==> src/rtl/core/fcct_pkg.sv <==
package fcct_pkg;

	// field widths
	localparam int ELAPSED_W = 10;
	localparam int CNT_W     = 8;
	localparam int ACC_W     = 32;
	localparam int FLAGS_W   = 4;
	localparam int TIMERS    = 4;
	localparam int TIMER_W   = 2;
	localparam int MODE_W    = 4;
	localparam int CFG_IDX_W = 3;
	localparam int CFG_DATA_W = 8;

	// stream packing, padded to whole bytes
	localparam int S_DATA_W = 16;
	localparam int M_DATA_W = 16;

	// default prescaler periods in cpu cycles
	localparam int DEF_RATE_DIV1   = 8;
	localparam int DEF_RATE_DIV4   = 32;
	localparam int DEF_RATE_DIV16  = 128;
	localparam int DEF_RATE_DIV256 = 2048;

	// register indexes of the configuration channel
	typedef enum logic [CFG_IDX_W-1:0] {
		CFG_RUN_ENABLE  = 3'd0,
		CFG_MODE_LOW    = 3'd1,
		CFG_MODE_HIGH   = 3'd2,
		CFG_THRESHOLD_0 = 3'd3,
		CFG_THRESHOLD_1 = 3'd4,
		CFG_THRESHOLD_2 = 3'd5,
		CFG_THRESHOLD_3 = 3'd6
	} cfg_idx_t;

	// sequencer states, one-hot
	typedef enum logic [7:0] {
		ST_IDLE  = 8'b00000001,
		ST_LOAD  = 8'b00000010,
		ST_MUL   = 8'b00000100,
		ST_QUOT  = 8'b00001000,
		ST_REM   = 8'b00010000,
		ST_FIX   = 8'b00100000,
		ST_CHECK = 8'b01000000,
		ST_DONE  = 8'b10000000
	} state_t;

	// what drives a timer's count
	typedef enum logic [1:0] {
		SRC_IDLE  = 2'd0,
		SRC_EVENT = 2'd1,
		SRC_RATE  = 2'd2
	} src_kind_t;

	localparam logic [1:0] MODE_EVENT = 2'd0;
	localparam logic [1:0] MODE_RATE_A = 2'd1;
	localparam logic [1:0] MODE_RATE_B = 2'd2;
	localparam logic [1:0] MODE_RATE_C = 2'd3;
	localparam logic [TIMER_W-1:0] TIMER_IDLE_CAPABLE = 2'd2;

	// mode 0 is an event source except on timer 2, where it stops counting
	function automatic src_kind_t src_kind(input logic [TIMER_W-1:0] t, input logic [1:0] mode);
		src_kind_t k;
		if (mode != MODE_EVENT) begin
			k = SRC_RATE;
		end else if (t == TIMER_IDLE_CAPABLE) begin
			k = SRC_IDLE;
		end else begin
			k = SRC_EVENT;
		end
		return k;
	endfunction

endpackage

==> src/rtl/core/four_channel_chained_timers.sv <==
// Four 8-bit up-counters, each fed by a 32-bit cycle accumulator that gains
// elapsed_cycles on every transfer but is cleared when its timer counts an
// event. A running counter in a prescaled mode takes every whole period held
// in its accumulator, keeps the remainder, wraps at 8 bits and clears on
// reaching a nonzero threshold, which sets its match flag. Timer 0 can count
// latched hblank events, timers 1 and 3 can count matches of the timer below.
// The timers are worked one after the other by one adder and one shared 32 by
// 32 multiplier: a prescaled timer estimates its period count from a scaled
// reciprocal of the period, multiplies back for the remainder and corrects by
// at most one period. A result reaches the output register as the sequencer
// leaves its last state, and the input is ready again in that same cycle. The
// result sits in an output register, so the next item can start while it
// waits; a next result that finds it still full holds the sequencer in its
// last state. The configuration channel is always ready and is meant to be
// written while idle.
module four_channel_chained_timers
	import fcct_pkg::*;
#(
	parameter int RATE_DIV1   = DEF_RATE_DIV1,
	parameter int RATE_DIV4   = DEF_RATE_DIV4,
	parameter int RATE_DIV16  = DEF_RATE_DIV16,
	parameter int RATE_DIV256 = DEF_RATE_DIV256
) (
	input  logic                  clk,
	input  logic                  arst_n,
	input  logic                  s_tvalid,
	output logic                  s_tready,
	input  logic [S_DATA_W-1:0]   s_tdata,   // elapsed_cycles[9:0], line_end[10], hblank_level[11]
	output logic                  m_tvalid,
	input  logic                  m_tready,
	output logic [M_DATA_W-1:0]   m_tdata,   // match_flags[3:0], count_low_timer[11:4]
	input  logic                  cfg_valid,
	output logic                  cfg_ready,
	input  logic [CFG_IDX_W-1:0]  cfg_index,
	input  logic [CFG_DATA_W-1:0] cfg_data
);

	localparam int DBL_W     = 2 * ACC_W;
	localparam int HALF_DIV1 = (RATE_DIV1 / 2 == 0) ? 1 : RATE_DIV1 / 2;

	localparam logic [ACC_W-1:0] R_DIV1   = ACC_W'(RATE_DIV1);
	localparam logic [ACC_W-1:0] R_HALF1  = ACC_W'(HALF_DIV1);
	localparam logic [ACC_W-1:0] R_DIV4   = ACC_W'(RATE_DIV4);
	localparam logic [ACC_W-1:0] R_DIV16  = ACC_W'(RATE_DIV16);
	localparam logic [ACC_W-1:0] R_DIV256 = ACC_W'(RATE_DIV256);
	localparam logic [TIMER_W-1:0] LAST_TIMER = TIMER_W'(TIMERS - 1);

	// 2^32 over each period; the halved period's reciprocal is held just below 2^32 if it overflows
	localparam logic [DBL_W-1:0] SPAN     = {{(ACC_W - 1){1'b0}}, 1'b1, {ACC_W{1'b0}}};
	localparam logic [DBL_W-1:0] Q_DIV1   = SPAN / DBL_W'(RATE_DIV1);
	localparam logic [DBL_W-1:0] Q_HALF1  = SPAN / DBL_W'(HALF_DIV1);
	localparam logic [DBL_W-1:0] Q_DIV4   = SPAN / DBL_W'(RATE_DIV4);
	localparam logic [DBL_W-1:0] Q_DIV16  = SPAN / DBL_W'(RATE_DIV16);
	localparam logic [DBL_W-1:0] Q_DIV256 = SPAN / DBL_W'(RATE_DIV256);
	localparam logic [ACC_W-1:0] K_DIV1   = Q_DIV1[ACC_W-1:0];
	localparam logic [ACC_W-1:0] K_HALF1  =
		Q_HALF1[ACC_W] ? {ACC_W{1'b1}} : Q_HALF1[ACC_W-1:0];
	localparam logic [ACC_W-1:0] K_DIV4   = Q_DIV4[ACC_W-1:0];
	localparam logic [ACC_W-1:0] K_DIV16  = Q_DIV16[ACC_W-1:0];
	localparam logic [ACC_W-1:0] K_DIV256 = Q_DIV256[ACC_W-1:0];

	state_t state_q;

	// configuration registers
	logic [FLAGS_W-1:0]  run_q;
	logic [MODE_W-1:0]   mode_lo_q;
	logic [MODE_W-1:0]   mode_hi_q;
	logic [CNT_W-1:0]    thr_q [TIMERS];

	// timer state
	logic [CNT_W-1:0]    cnt_q [TIMERS];
	logic [ACC_W-1:0]    acc_q [TIMERS];
	logic                latch_q;

	// per-item working registers
	logic [ELAPSED_W-1:0] cycles_q;
	logic [TIMER_W-1:0]   t_q;
	logic [FLAGS_W-1:0]   flags_q;
	logic [ACC_W-1:0]     dvd_q;
	logic [ACC_W-1:0]     divisor_q;
	logic [ACC_W-1:0]     mul_a_q;   // quotient estimate once the first product is taken
	logic [ACC_W-1:0]     mul_b_q;
	logic [DBL_W-1:0]     prod_q;
	logic [ACC_W-1:0]     rem_q;
	logic                 back_q;

	// output register
	logic                 m_valid_q;
	logic [M_DATA_W-1:0]  m_data_q;

	logic [MODE_W-1:0]    mode_pair;
	logic [1:0]           mode;
	src_kind_t            kind;
	logic                 running;
	logic                 event_hit;
	logic [ACC_W-1:0]     rate;
	logic [ACC_W-1:0]     recip;
	logic [ACC_W-1:0]     acc_sum;
	logic [DBL_W-1:0]     mul;
	logic                 s_xfer;
	logic                 out_free;

	assign s_tready  = (state_q == ST_IDLE);
	assign s_xfer    = s_tvalid && s_tready;
	assign cfg_ready = 1'b1;
	assign m_tvalid  = m_valid_q;
	assign m_tdata   = m_data_q;
	assign out_free  = !m_valid_q || m_tready;

	// source decode of the timer being worked
	always_comb begin
		mode_pair = t_q[1] ? mode_hi_q : mode_lo_q;
		mode      = t_q[0] ? mode_pair[3:2] : mode_pair[1:0];
		kind      = src_kind(t_q, mode);
		running   = run_q[t_q];
	end

	// event of the chained or hblank source
	always_comb begin
		unique case (t_q)
			2'd0:    event_hit = latch_q;
			2'd1:    event_hit = flags_q[0];
			2'd3:    event_hit = flags_q[2];
			default: event_hit = 1'b0;
		endcase
	end

	// prescaler period and its reciprocal for the timer being worked
	always_comb begin
		rate  = R_DIV1;
		recip = K_DIV1;
		unique case (t_q)
			2'd0: begin
				unique case (mode)
					MODE_RATE_B: begin
						rate  = R_DIV4;
						recip = K_DIV4;
					end
					MODE_RATE_C: begin
						rate  = R_DIV16;
						recip = K_DIV16;
					end
					default: begin
						rate  = R_DIV1;
						recip = K_DIV1;
					end
				endcase
			end
			2'd2: begin
				unique case (mode)
					MODE_RATE_B: begin
						rate  = R_DIV4;
						recip = K_DIV4;
					end
					MODE_RATE_C: begin
						rate  = R_DIV16;
						recip = K_DIV16;
					end
					default: begin
						rate  = R_HALF1;
						recip = K_HALF1;
					end
				endcase
			end
			default: begin
				unique case (mode)
					MODE_RATE_B: begin
						rate  = R_DIV16;
						recip = K_DIV16;
					end
					MODE_RATE_C: begin
						rate  = R_DIV256;
						recip = K_DIV256;
					end
					default: begin
						rate  = R_DIV1;
						recip = K_DIV1;
					end
				endcase
			end
		endcase
	end

	// shared adder and 32 by 32 multiplier
	assign acc_sum = acc_q[t_q] + {{(ACC_W - ELAPSED_W){1'b0}}, cycles_q};
	assign mul     = {{ACC_W{1'b0}}, mul_a_q} * {{ACC_W{1'b0}}, mul_b_q};

	// sequencer and datapath
	always_ff @(posedge clk or negedge arst_n) begin
		if (!arst_n) begin
			state_q   <= ST_IDLE;
			run_q     <= '0;
			mode_lo_q <= '0;
			mode_hi_q <= '0;
			latch_q   <= 1'b0;
			cycles_q  <= '0;
			t_q       <= '0;
			flags_q   <= '0;
			dvd_q     <= '0;
			divisor_q <= '0;
			mul_a_q   <= '0;
			mul_b_q   <= '0;
			prod_q    <= '0;
			rem_q     <= '0;
			back_q    <= 1'b0;
			for (int i = 0; i < TIMERS; i++) begin
				thr_q[i] <= '0;
				cnt_q[i] <= '0;
				acc_q[i] <= '0;
			end
		end else begin
			// register writes
			if (cfg_valid) begin
				unique case (cfg_index)
					CFG_RUN_ENABLE: begin
						run_q <= cfg_data[FLAGS_W-1:0];
						for (int i = 0; i < TIMERS; i++) begin
							if (!cfg_data[i]) cnt_q[i] <= '0;
						end
					end
					CFG_MODE_LOW:    mode_lo_q <= cfg_data[MODE_W-1:0];
					CFG_MODE_HIGH:   mode_hi_q <= cfg_data[MODE_W-1:0];
					CFG_THRESHOLD_0: thr_q[0] <= cfg_data;
					CFG_THRESHOLD_1: thr_q[1] <= cfg_data;
					CFG_THRESHOLD_2: thr_q[2] <= cfg_data;
					CFG_THRESHOLD_3: thr_q[3] <= cfg_data;
					default: ;
				endcase
			end

			unique case (state_q)
				ST_IDLE: begin
					if (s_xfer) begin
						cycles_q <= s_tdata[ELAPSED_W-1:0];
						if (s_tdata[ELAPSED_W]) latch_q <= s_tdata[ELAPSED_W+1];
						t_q      <= '0;
						flags_q  <= '0;
						state_q  <= ST_LOAD;
					end
				end
				ST_LOAD: begin
					if (running && kind == SRC_RATE) begin
						dvd_q     <= acc_sum;
						mul_a_q   <= acc_sum;
						mul_b_q   <= recip;
						divisor_q <= rate;
						back_q    <= 1'b0;
						state_q   <= ST_MUL;
					end else begin
						if (running && kind == SRC_EVENT && event_hit) begin
							cnt_q[t_q] <= cnt_q[t_q] + 1'b1;
							acc_q[t_q] <= '0;
							if (t_q == '0) latch_q <= 1'b0;
						end else begin
							acc_q[t_q] <= acc_sum;
						end
						state_q <= ST_CHECK;
					end
				end
				ST_MUL: begin
					prod_q <= mul;
					if (back_q) begin
						state_q <= ST_REM;
					end else begin
						state_q <= ST_QUOT;
					end
				end
				ST_QUOT: begin
					// estimate is the true count or one below it
					mul_a_q <= prod_q[DBL_W-1:ACC_W];
					mul_b_q <= divisor_q;
					back_q  <= 1'b1;
					state_q <= ST_MUL;
				end
				ST_REM: begin
					rem_q   <= dvd_q - prod_q[ACC_W-1:0];
					state_q <= ST_FIX;
				end
				ST_FIX: begin
					// one period left over means the estimate was one short
					if (rem_q >= divisor_q) begin
						acc_q[t_q] <= rem_q - divisor_q;
						cnt_q[t_q] <= cnt_q[t_q] + mul_a_q[CNT_W-1:0] + 1'b1;
					end else begin
						acc_q[t_q] <= rem_q;
						cnt_q[t_q] <= cnt_q[t_q] + mul_a_q[CNT_W-1:0];
					end
					state_q <= ST_CHECK;
				end
				ST_CHECK: begin
					if (running && thr_q[t_q] != '0 && cnt_q[t_q] >= thr_q[t_q]) begin
						cnt_q[t_q]   <= '0;
						flags_q[t_q] <= 1'b1;
					end
					if (t_q == LAST_TIMER) begin
						state_q <= ST_DONE;
					end else begin
						t_q     <= t_q + 1'b1;
						state_q <= ST_LOAD;
					end
				end
				ST_DONE: begin
					if (out_free) state_q <= ST_IDLE;
				end
				default: state_q <= ST_IDLE;
			endcase
		end
	end

	// output register, loaded when the sequencer finishes an item
	always_ff @(posedge clk or negedge arst_n) begin
		if (!arst_n) begin
			m_valid_q <= 1'b0;
			m_data_q  <= '0;
		end else if (state_q == ST_DONE && out_free) begin
			m_valid_q <= 1'b1;
			m_data_q  <= {{(M_DATA_W - FLAGS_W - CNT_W){1'b0}}, cnt_q[0], flags_q};
		end else if (m_tready) begin
			m_valid_q <= 1'b0;
		end
	end

endmodule

==> config.mk <==
export PLATFORM = sky130hd
export DESIGN_NAME = four_channel_chained_timers
export DESIGN_NICKNAME = d
export VERILOG_FILES = /design/src/rtl/core/fcct_pkg.sv /design/src/rtl/core/four_channel_chained_timers.sv
export SDC_FILE = /design/constraint.sdc
export NUM_CORES = 2
export LEC_CHECK = 0
export BUFFER_PORTS_ARGS = -buffer_cell sky130_fd_sc_hd__buf_4
export CAP_MARGIN = 20
export CELL_PAD_IN_SITES_DETAIL_PLACEMENT = 1
export CELL_PAD_IN_SITES_GLOBAL_PLACEMENT = 2
export CORE_AREA = 4 4 314 316
export CTS_CLUSTER_SIZE = 25
export DETAILED_ROUTE_END_ITERATION = 8
export DIE_AREA = 0 0 318 320
export PLACE_DENSITY = 0.85
export SLEW_MARGIN = 5
export SYNTH_ARGS = -nofsm -noshare
export SYNTH_HDL_FRONTEND = slang
export SYNTH_SLANG_ARGS = --single-unit
==> constraint.sdc <==
create_clock -name clk -period 7.1 [get_ports clk]
set_input_delay 0 -clock clk [delete_from_list [all_inputs] [get_ports clk]]
set_output_delay 0 -clock clk [all_outputs]
set_load 0.01 [all_outputs]
==> results.md <==
- Initial core utilization: 38.7%
- Main flop type after synthesis: dfrtp_1
- Chip Width: 318 um
- Max cap viols: 0
- Layout cell share with drive strength beyond 1: 9.68%
- WP data arrival: 7.36 ns
- Core box area: 96000 um2
- Setup Crit Path Kind: reg2reg
- CTS Buf Count: 50
- Yosys warnings: 0
- Tcrit/Tclk final: 97.5%
- Tmin final: 6.92 ns
- Setup Buffers After CTS: 0
- Clk sinks: 416
- Row count: 114
- Comb power frac: 47.8%
- Static Leakage: 21.3 nW
- Final ANT Viol Nets: 0
- Pint: 6.49 mW
- Power Density: 283 nW/um2
- Register bit count reported by yosys: 416
- Port Buffers: 41
- Sequential Area: 10400 um2
- Worst Skew: 0.0639 ns
- WL final: 120000 um
- Hold_ws: 0.0148 ns
- Initial antenna violation count: 8
- Fin util: 42.9%
- Clock Pin Slew Worst Setup and Hold Paths: 0.06 ns
- Clk Latency, worst-skew pair: 0.64 ns
- DR pass1 iterations: 5
- Layout area overhead: 10.9%
- Worst hold path class: in2async
- Post-synthesis mux area share: 5.26%
- Routability cong.: 0.902
- Post-synthesis sequential area ratio: 28.0%
- Number of synthesized flops with an enable pin: 0
- Synth Cell Area: 37100 um2
- DRC violations left: 0
- CTS Root Cell: clkbuf_16
- H-tree depth: 2
- DR WL/cell: 22.9 um
- Outcome: completed
- Synth top area share: 28.0%
- Maximum VDD drop: 0.221 mV
- Psw: 5.17 mW
- Fillers: 10902
- Vias in the first global route: 31793
- Simple-Gate Fraction of Synth Area: 15.1%
- Top Ports: 51
- Post-Synth XOR/XNOR Area: 3.64%
- CTS tree: yes
- Yosys cell types: 105
- Setup-failing EPs final: 0
- Grt ovf: 0
- Largest family of logic cells by synthesized area: adder cells
- Avg Inst Size Synth: 9.62 um2
- Via/cell ratio: 5.62
- Overall routing resource usage: 23.5%
- Slew Viols, Final: 0
- Max Root-Sink Buffers: 3
- Crit path max fanout: 7
- Post-Synthesis Cells: 3858
- Initial drt markers: 1943
- DIE AREA: 102000 um2
- Final Hold Vio Count: 0
- Area of the multi-input gates: 24500 um2
- Hpwl dp: 90600 um
- First-pass GRT wire length: 189000 um
- Pin count of the biggest net entering global routing: 164
- Worst-Margin Slew: 1.10 ns
- Top post-synthesis cells by area: dfrtp_1 28%, ha_1 17%, fa_1 11%
- Most frequent cells in the layout: 514 x ha_1, 411 x dfrtp_1, 397 x nand2_1
- Sw Share: 44.3%
- Vias: 29262
- Yosys top cell by area: dfrtp_1
- Max Fclk: 144 MHz
- Adder-cell area share of the yosys netlist: 28.4%
- Max_slew headroom: 26.8%
- CP required: 7.54 ns
- Commonest non-fill, non-tap cell in the layout: ha_1
- Critical path launch point type: flop
- Die Y: 320 um
- Sequential fraction of design power: 28.5%
- Post-synth ARST share: 100%
- Post-synthesis compound-gate area fraction: 13.3%
- Setup crit end kind: flop
- Layout Nets: 4644
- Clock network power share: 23.7%
-- cells in the mapped netlist, drive strengths merged, types with 10 or more instances --
cell type / count
ha: 515
dfrtp: 415
nand2: 402
inv: 373
and2: 296
o21ai: 248
fa: 205
nor2: 187
clkbuf: 172
a21oi: 167
xnor2: 85
xor2: 66
mux2: 61
a21o: 57
mux4: 51
nand3: 42
o221ai: 41
a221o: 32
buf: 30
nand4: 30
a22oi: 28
nor3: 27
o21a: 27
and3: 25
o21bai: 19
a31oi: 18
o31ai: 18
nor2b: 17
o211ai: 16
nor4: 15
or3: 14
nand2b: 13
a221oi: 11
a211oi: 10
nand3b: 10
-- final cells by class --
| class | count | share of cell area [%] |
|---|---|---|
| multi-input combinational | 2870 | 59.5 |
| sequential | 416 | 25.3 |
| tap | 1276 | 3.88 |
| timing repair buffer | 181 | 3.66 |
| clock buffer | 73 | 3.54 |
| inverter | 373 | 3.40 |
| clock inverter | 21 | 0.763 |
| antenna | 1 | 0.00608 |
-- cells by family (layout without fill, tap and decap cells) --
group	count (synthesis)	count (layout)
other	2	6
buffers and inverters	575	648
multiplexers	117	117
flip-flops	416	416
AND/OR/NAND/NOR	1116	1116
adder cells (fa/ha/maj)	720	720
AO/OA/AOI/OAI	760	760
XOR/XNOR	152	152
-- what timing repair did --
action / CTS / global route
gates resized for setup: 1 / 16
endpoints found under the hold margin: 163 / 0
pin swaps: 0 / 1
hold buffers: 38 / 0
endpoints found under the setup margin: 1 / 13
-- power groups by stage --
stage               Sequential [mW]  Clock (mW)  Combinational, mW
floorplan                      3.03           0               3.66
global placement               3.33           0               5.28
detailed placement             3.35           0               5.41
CTS                            3.31        2.80               5.54
global route                   3.36        2.91               6.11
finish                         3.32        2.76               5.58
-- worst max-delay path: stages, from the launching register on --
cell	delay, ns
dfrtp_1	0.46
and2_1	0.20
ha_1	0.28
fa_1	0.45
fa_1	0.52
fa_1	0.44
fa_1	0.51
inv_1	0.06
fa_1	0.48
inv_1	0.05
fa_1	0.50
inv_1	0.06
fa_1	0.47
inv_1	0.04
ha_1	0.28
nand4_1	0.13
or4_1	0.60
a31oi_4	0.22
o31ai_1	0.11
buf_4	0.17
o41ai_4	0.34
a21oi_1	0.14
xor2_1	0.15
o21ai_1	0.07
-- per-stage QoR --
stage          area [um2]  setup slack [ns]  total power [mW]  std cells   TNS, ns
3_5_place_dp        38900          -0.00395              8.76       5078  -0.00395
3_3_place_gp        38900             0.158              8.61       5078         0
4_1_cts             41100            0.0767              11.7       5210         0
2_1_floorplan       37100             0.313              6.69       3861         0
5_1_grt             41200          -0.00356              12.4       5210  -0.00356
6_report            41200             0.179              11.7       5211         0
-- state kept, by name, indices dropped and copies added (netlist names) --
signal	count
acc_q	128
prod_q	62
cnt_q	32
dvd_q	32
mul_a_q	32
rem_q	32
thr_q	32
m_tdata	12
cycles_q	10
mul_b_q	10
state_q	8
divisor_q	5
flags_q	4
mode_hi_q	4
mode_lo_q	4
run_q	4
t_q	2
back_q	1
latch_q	1
m_tvalid	1
-- path summary, 6_finish.rpt --
path,start,to,slack (ns),cells past startpoint
max,mul_b_q[29]$_DFFE_PN0P_,prod_q[55]$_DFFE_PN0N_,0.18,23
max reg2reg,mul_b_q[29]$_DFFE_PN0P_,prod_q[55]$_DFFE_PN0N_,0.18,23
max in group asynchronous,arst_n,m_tvalid$_DFFE_PN0P_,5.16,4
min,arst_n,acc_q[102]$_DFFE_PN0P_,0.01,2
min in group clk,cfg_data[4],thr_q[28]$_DFFE_PN0P_,0.17,3
min reg2reg,back_q$_DFFE_PN0P_,state_q[3]$_DFFE_PN0P_,0.43,1
-- per-layer routing --
layer | vias to the layer above | wire length (um) | part of all wire, % | track usage, %
li1 | 13321 | - | - | -
met4 | 0 | 4320 | 3.6 | 7.91
met3 | 206 | 5610 | 4.7 | 2.54
met2 | 673 | 57300 | 48 | 40.3
met1 | 15062 | 52300 | 44 | 31.2
met5 | - | 0 | 0 | 0
(Power assumes the default switching activity.)
